==> config.mk <==
export PLATFORM = sky130hd
export DESIGN_NAME = twlc_ctrl
export DESIGN_NICKNAME = d
export VERILOG_FILES = /design/src/hdl/twlc_pkg.sv /design/src/hdl/twlc_ctrl.sv
export SDC_FILE = /design/constraint.sdc
export NUM_CORES = 1
export LEC_CHECK = 0
export ABC_CLOCK_PERIOD_IN_PS = 3100
export BUFFER_PORTS_ARGS = -buffer_cell sky130_fd_sc_hd__buf_2
export CAP_MARGIN = 15
export CELL_PAD_IN_SITES_DETAIL_PLACEMENT = 1
export CELL_PAD_IN_SITES_GLOBAL_PLACEMENT = 2
export CORE_AREA = 4 4 41 43
export DETAILED_ROUTE_END_ITERATION = 6
export DIE_AREA = 0 0 45 47
export PLACE_DENSITY_LB_ADDON = 0.1
export RECOVER_POWER = 25
export SLEW_MARGIN = 20
export SYNTH_ARGS = -nofsm -noshare
export SYNTH_HDL_FRONTEND = slang
export SYNTH_SLANG_ARGS = --single-unit
==> constraint.sdc <==
create_clock -name aclk -period 3.1 [get_ports aclk]
set_input_delay 0.31 -clock aclk [delete_from_list [all_inputs] [get_ports aclk]]
set_output_delay 0.31 -clock aclk [all_outputs]
set_load 0.05 [all_outputs]
==> src/hdl/twlc_pkg.sv <==
// Package for the two-way LRU data cache: field positions, widths, default sizes
// and the command and status bundles between the controller and the datapath.
// No dependencies.
package twlc_pkg;

    // Instruction word fields.
    localparam int INSTR_W      = 32;
    localparam int OPCODE_W     = 6;
    localparam int OPCODE_LSB   = 26;
    localparam int REG_FIELD_W  = 3;
    localparam int REG_LSB      = 16;
    localparam int ADDR_W       = 14;
    localparam int ADDR_LSB     = 2;
    localparam int DATA_W       = 32;

    localparam logic [OPCODE_W-1:0] LOAD_OPCODE     = 6'b100011;
    localparam logic [DATA_W-1:0]   MEM_INIT_OFFSET = 32'd5;

    // A cache line keeps the full word address as its tag, then the data word.
    localparam int LINE_W = ADDR_W + DATA_W;

    // Stream widths.
    localparam int S_TDATA_W = 32;
    localparam int M_TDATA_W = 40;

    // Default sizes.
    localparam int DEF_NUM_SETS  = 8;
    localparam int DEF_MEM_WORDS = 128;
    localparam int DEF_NUM_REGS  = 8;

    typedef struct packed {
        logic init_step;   // write one word of the memory init sweep
        logic accept;      // capture an incoming item
        logic commit;      // update state and load the output register
    } twlc_cmd_t;

    typedef struct packed {
        logic init_last;   // the sweep is at its last word
        logic out_busy;    // the output register holds an item that is not taken this cycle
    } twlc_status_t;

endpackage

==> src/hdl/twlc_ctrl.sv <==
// Controller of the two-way LRU data cache: sequences the memory init sweep and
// the accept, read and update steps of each item. Uses twlc_pkg.
module twlc_ctrl
    import twlc_pkg::*;
(
    input  logic         aclk,
    input  logic         aresetn,
    input  logic         s_tvalid,
    output logic         s_tready,
    input  twlc_status_t status,
    output twlc_cmd_t    cmd
);

    typedef enum logic [3:0] {
        ST_INIT = 4'b0001,
        ST_IDLE = 4'b0010,
        ST_READ = 4'b0100,
        ST_LOOK = 4'b1000
    } state_t;

    state_t state_reg, state_next;

    always_comb begin
        state_next = state_reg;
        cmd        = '0;
        s_tready   = 1'b0;
        unique case (state_reg)
            ST_INIT: begin
                cmd.init_step = 1'b1;
                if (status.init_last) begin
                    state_next = ST_IDLE;
                end
            end
            ST_IDLE: begin
                s_tready = 1'b1;
                if (s_tvalid) begin
                    cmd.accept = 1'b1;
                    state_next = ST_READ;
                end
            end
            ST_READ: begin
                state_next = ST_LOOK;
            end
            ST_LOOK: begin
                // Hold the lookup until the output register can take the result.
                if (!status.out_busy) begin
                    cmd.commit = 1'b1;
                    state_next = ST_IDLE;
                end
            end
            default: begin
                state_next = ST_INIT;
            end
        endcase
    end

    always_ff @(posedge aclk) begin
        if (!aresetn) begin
            state_reg <= ST_INIT;
        end else begin
            state_reg <= state_next;
        end
    end

endmodule

==> impl_metrics.env <==
export IMPL_first_pass_iters=4
export IMPL_ctsHtreeMaxLevel=1
export IMPL_crit_type="reg -> out"
export IMPL_met1Wirelength_um=287
export IMPL_grt_overflow=0
export IMPL_antenna_found_initial=0
export IMPL_viasPerCell=4.900
export IMPL_crit_chain="nor4b_1 -> and2_1 -> buf_2"
export IMPL_place_area_um2=301.5
export IMPL_die_h_um=47
export IMPL_clkLatencyLatePin_ps=230
export IMPL_dp_hpwl_um=477.6
export IMPL_critPathBufInv=1
export IMPL_timing_rr_end="state_reg[1]"
export IMPL_drt_total_wl_um=631
export IMPL_ys_seq_elements=4
export IMPL_tightest_slew_ps=404.5
export IMPL_route_met3_wl_um=64
export IMPL_grt_pass1_vias=223
export IMPL_min_from="aresetn"
export IMPL_relSlewSlack_pct=72.65
export IMPL_cellPowerDensity_nw_per_um2=471.4
export IMPL_placed_cells=47
export IMPL_leakagePower_nw=0.1350
export IMPL_grt_use_total_pct=7.346
export IMPL_drt_wirelength_per_cell_um=12.62
export IMPL_final_setup_tns_ps=0
export IMPL_setup_viol=0
export IMPL_grt_pass1_wl_mm=1.028
export IMPL_dr_wl_met2_um=279
export IMPL_finish_utilization_pct=24.42
export IMPL_highest_signal_layer="met3"
export IMPL_timing_rr_start="state_reg[0]"
export IMPL_reg2reg_depth=3
export IMPL_yosysUniqueCellTypes=19
export IMPL_seq_area_frac_synth_pct=31.68
export IMPL_antenna_cells=0
export IMPL_critPathMaxStageDelay_ps=450
export IMPL_swShare_pct=27.21
export IMPL_fillers=166
export IMPL_p_seq_share_pct=39.8
export IMPL_fmaxAchievable_mhz=547.8
export IMPL_start_util_pct=19.42
export IMPL_min_to="state_reg[0]"
export IMPL_io_buffer_count=8
export IMPL_cts_buffers=3
export IMPL_finalHoldViolations=0
export IMPL_first_iter_violations=5
export IMPL_cp_top_family="simple AND/OR/NAND/NOR gates"
export IMPL_cp_slowest_cell="dfxtp_1"
export IMPL_ctsHoldBuffers=0
export IMPL_finalCriticalPeriod_ps=1826
export IMPL_syn_cell_area_um2=252.7
export IMPL_cts_tree="built"
export IMPL_fp_dieArea_um2=2115
export IMPL_drive_gt1_share_pct=40.00
export IMPL_p_int_w=0.0001090
export IMPL_syn_nets=31
export IMPL_rrSetupSlack_ps=1750
export IMPL_synth_cells=26
export IMPL_rsz0062_at_grt="no"
export IMPL_outcome="finished clean"
export IMPL_fin_cells=50
export IMPL_largest_reg_flops=4
export IMPL_clkPwrFrac_pct=42.6
export IMPL_p_comb_share_pct=17.6
export IMPL_drc_errors=0
export IMPL_stdcell_area_um2=317.8
export IMPL_die_w_um=45
export IMPL_areaGrowthSynthToFinish_pct=25.74
export IMPL_cts_sinks=4
export IMPL_clk_path_buf_depth=2
export IMPL_ys_warn_count=0
export IMPL_rows=13
export IMPL_slew_violations=0
export IMPL_root_buffer="clkbuf_4"
export IMPL_globalplace_congestion=0.6989
export IMPL_cts_reportedPaths_clkPinSlew_ps=40
export IMPL_hold_path_class="in -> reg"
export IMPL_post_cts_buffers=0
export IMPL_worst_endpoint_arrival_ps=1520
export IMPL_fin_crit_sh_pct=58.89
export IMPL_grt_max_degree=12
export IMPL_boundaryPins=9
export IMPL_hold_depth=2
export IMPL_cap_viol_max_count=0
export IMPL_cts_resized=0
export IMPL_vdd_drop_max_v=0.0001285
export IMPL_syn_avg_cell_area_um2=9.721
export IMPL_core_region_area_um2=1301
export IMPL_holdWs_ps=300.0
export IMPL_start_kind="flip-flop"
export IMPL_endpoint_kind="output port"
export IMPL_cp_required_ps=2790
export IMPL_ant_nets=0
export IMPL_clock_skew_ps=3.664
export IMPL_switchingPower_w=0.00004076
export IMPL_vias=245
export IMPL_cp_max_fo=8
export IMPL_nNetsFinal=42
[cells in the final DEF, fill, tap and decap left out]
cell type,count
buf_2,8
nor4b_1,3
clkbuf_4,3
o21ai_0,2
nor4_1,1
nand2b_1,1
o311a_1,2
nor3b_2,1
nor3_1,1
inv_1,1
and3b_1,1
and3b_2,1
or4bb_1,1
dfxtp_1,4
and3_1,1
and2b_2,1
or4b_1,1
a21oi_1,1
and2_1,1
[layout make-up]
class | instances | area [um2] | share of cell area [%]
Multi-Input combinational cell | 19 | 152.6 | 48.03
Sequential cell | 4 | 80.08 | 25.20
Timing Repair Buffer | 8 | 40.04 | 12.60
Clock buffer | 3 | 22.52 | 7.087
Tap cell | 15 | 18.77 | 5.906
Inverter | 1 | 3.754 | 1.181
[kinds of logic (layout without fill, tap and decap cells)]
group,count (synthesis),count (layout),share of synthesized area [%]
AOI/OAI and AO/OA,5,5,13.86
buffers and inverters,3,12,7.917
DFF,4,4,31.68
and+or+nand+nor,14,14,46.54
[cells in the mapped netlist]
cell	count	area [um2]
nor4_1	1	6.260
o21ai_0	2	10.01
nor3_1	1	5.000
nand2b_1	1	6.260
or4bb_1	1	11.26
nor4b_1	3	26.28
nor3b_2	1	12.51
and2_1	1	6.260
or4b_1	1	10.01
o311a_1	2	20.02
and3b_1	1	8.760
inv_1	1	3.750
and2b_2	1	8.760
dfxtp_1	4	80.08
and3_1	1	6.260
and3b_2	1	10.01
buf_2	1	5.000
buf_6	1	11.26
a21oi_1	1	5.000
[worst max-delay path by stage]
| stage | cells after the start | slack, ps | start | to |
|---|---|---|---|---|
| 2_1_floorplan | 2 | 730 | state_reg[2] | cmd[2] |
| 3_3_place_gp | 3 | 1670 | state_reg[1] | cmd[1] |
| 3_5_place_dp | 3 | 1640 | state_reg[1] | cmd[1] |
| 4_1_cts | 3 | 1380 | state_reg[1] | cmd[1] |
| 5_1_grt | 3 | 1090 | state_reg[1] | cmd[1] |
| 6_report | 3 | 1270 | state_reg[1] | cmd[1] |
[power groups by stage]
stage               Combinational (W)  Sequential [W]  Clock (W)
finish                      0.0000264       0.0000596  0.0000638
CTS                         0.0000270       0.0000598  0.0000677
floorplan                   0.0000247       0.0000567          0
global route                0.0000286       0.0000603  0.0000712
detailed placement          0.0000269       0.0000606          0
global placement            0.0000269       0.0000606          0
[worst register-to-register path, delay by kind of cell, from the launching register on]
| kind | cells | cell delay [ps] |
|---|---|---|
| and+or+nand+nor | 2 | 650 |
| DFF | 1 | 490 |
| AOI/OAI and AO/OA | 1 | 140 |
[per-stage QoR]
stage                     setup slack [ps]  total power [W]
after floorplan                      731.1       0.00008150
after global placement                1672       0.00008753
after detailed placement              1642       0.00008745
after CTS                             1382        0.0001545
after global routing                  1089        0.0001601
final                                 1275        0.0001498
[metal layers]
| layer | vias up | track usage [%] |
|---|---|---|
| met5 | - | 0 |
| met4 | 0 | 5.263 |
| met3 | 0 | 4.981 |
| met2 | 12 | 9.605 |
| met1 | 112 | 8.409 |
| li1 | 121 | - |
No activity file was read; power rests on OpenSTA's default activity.
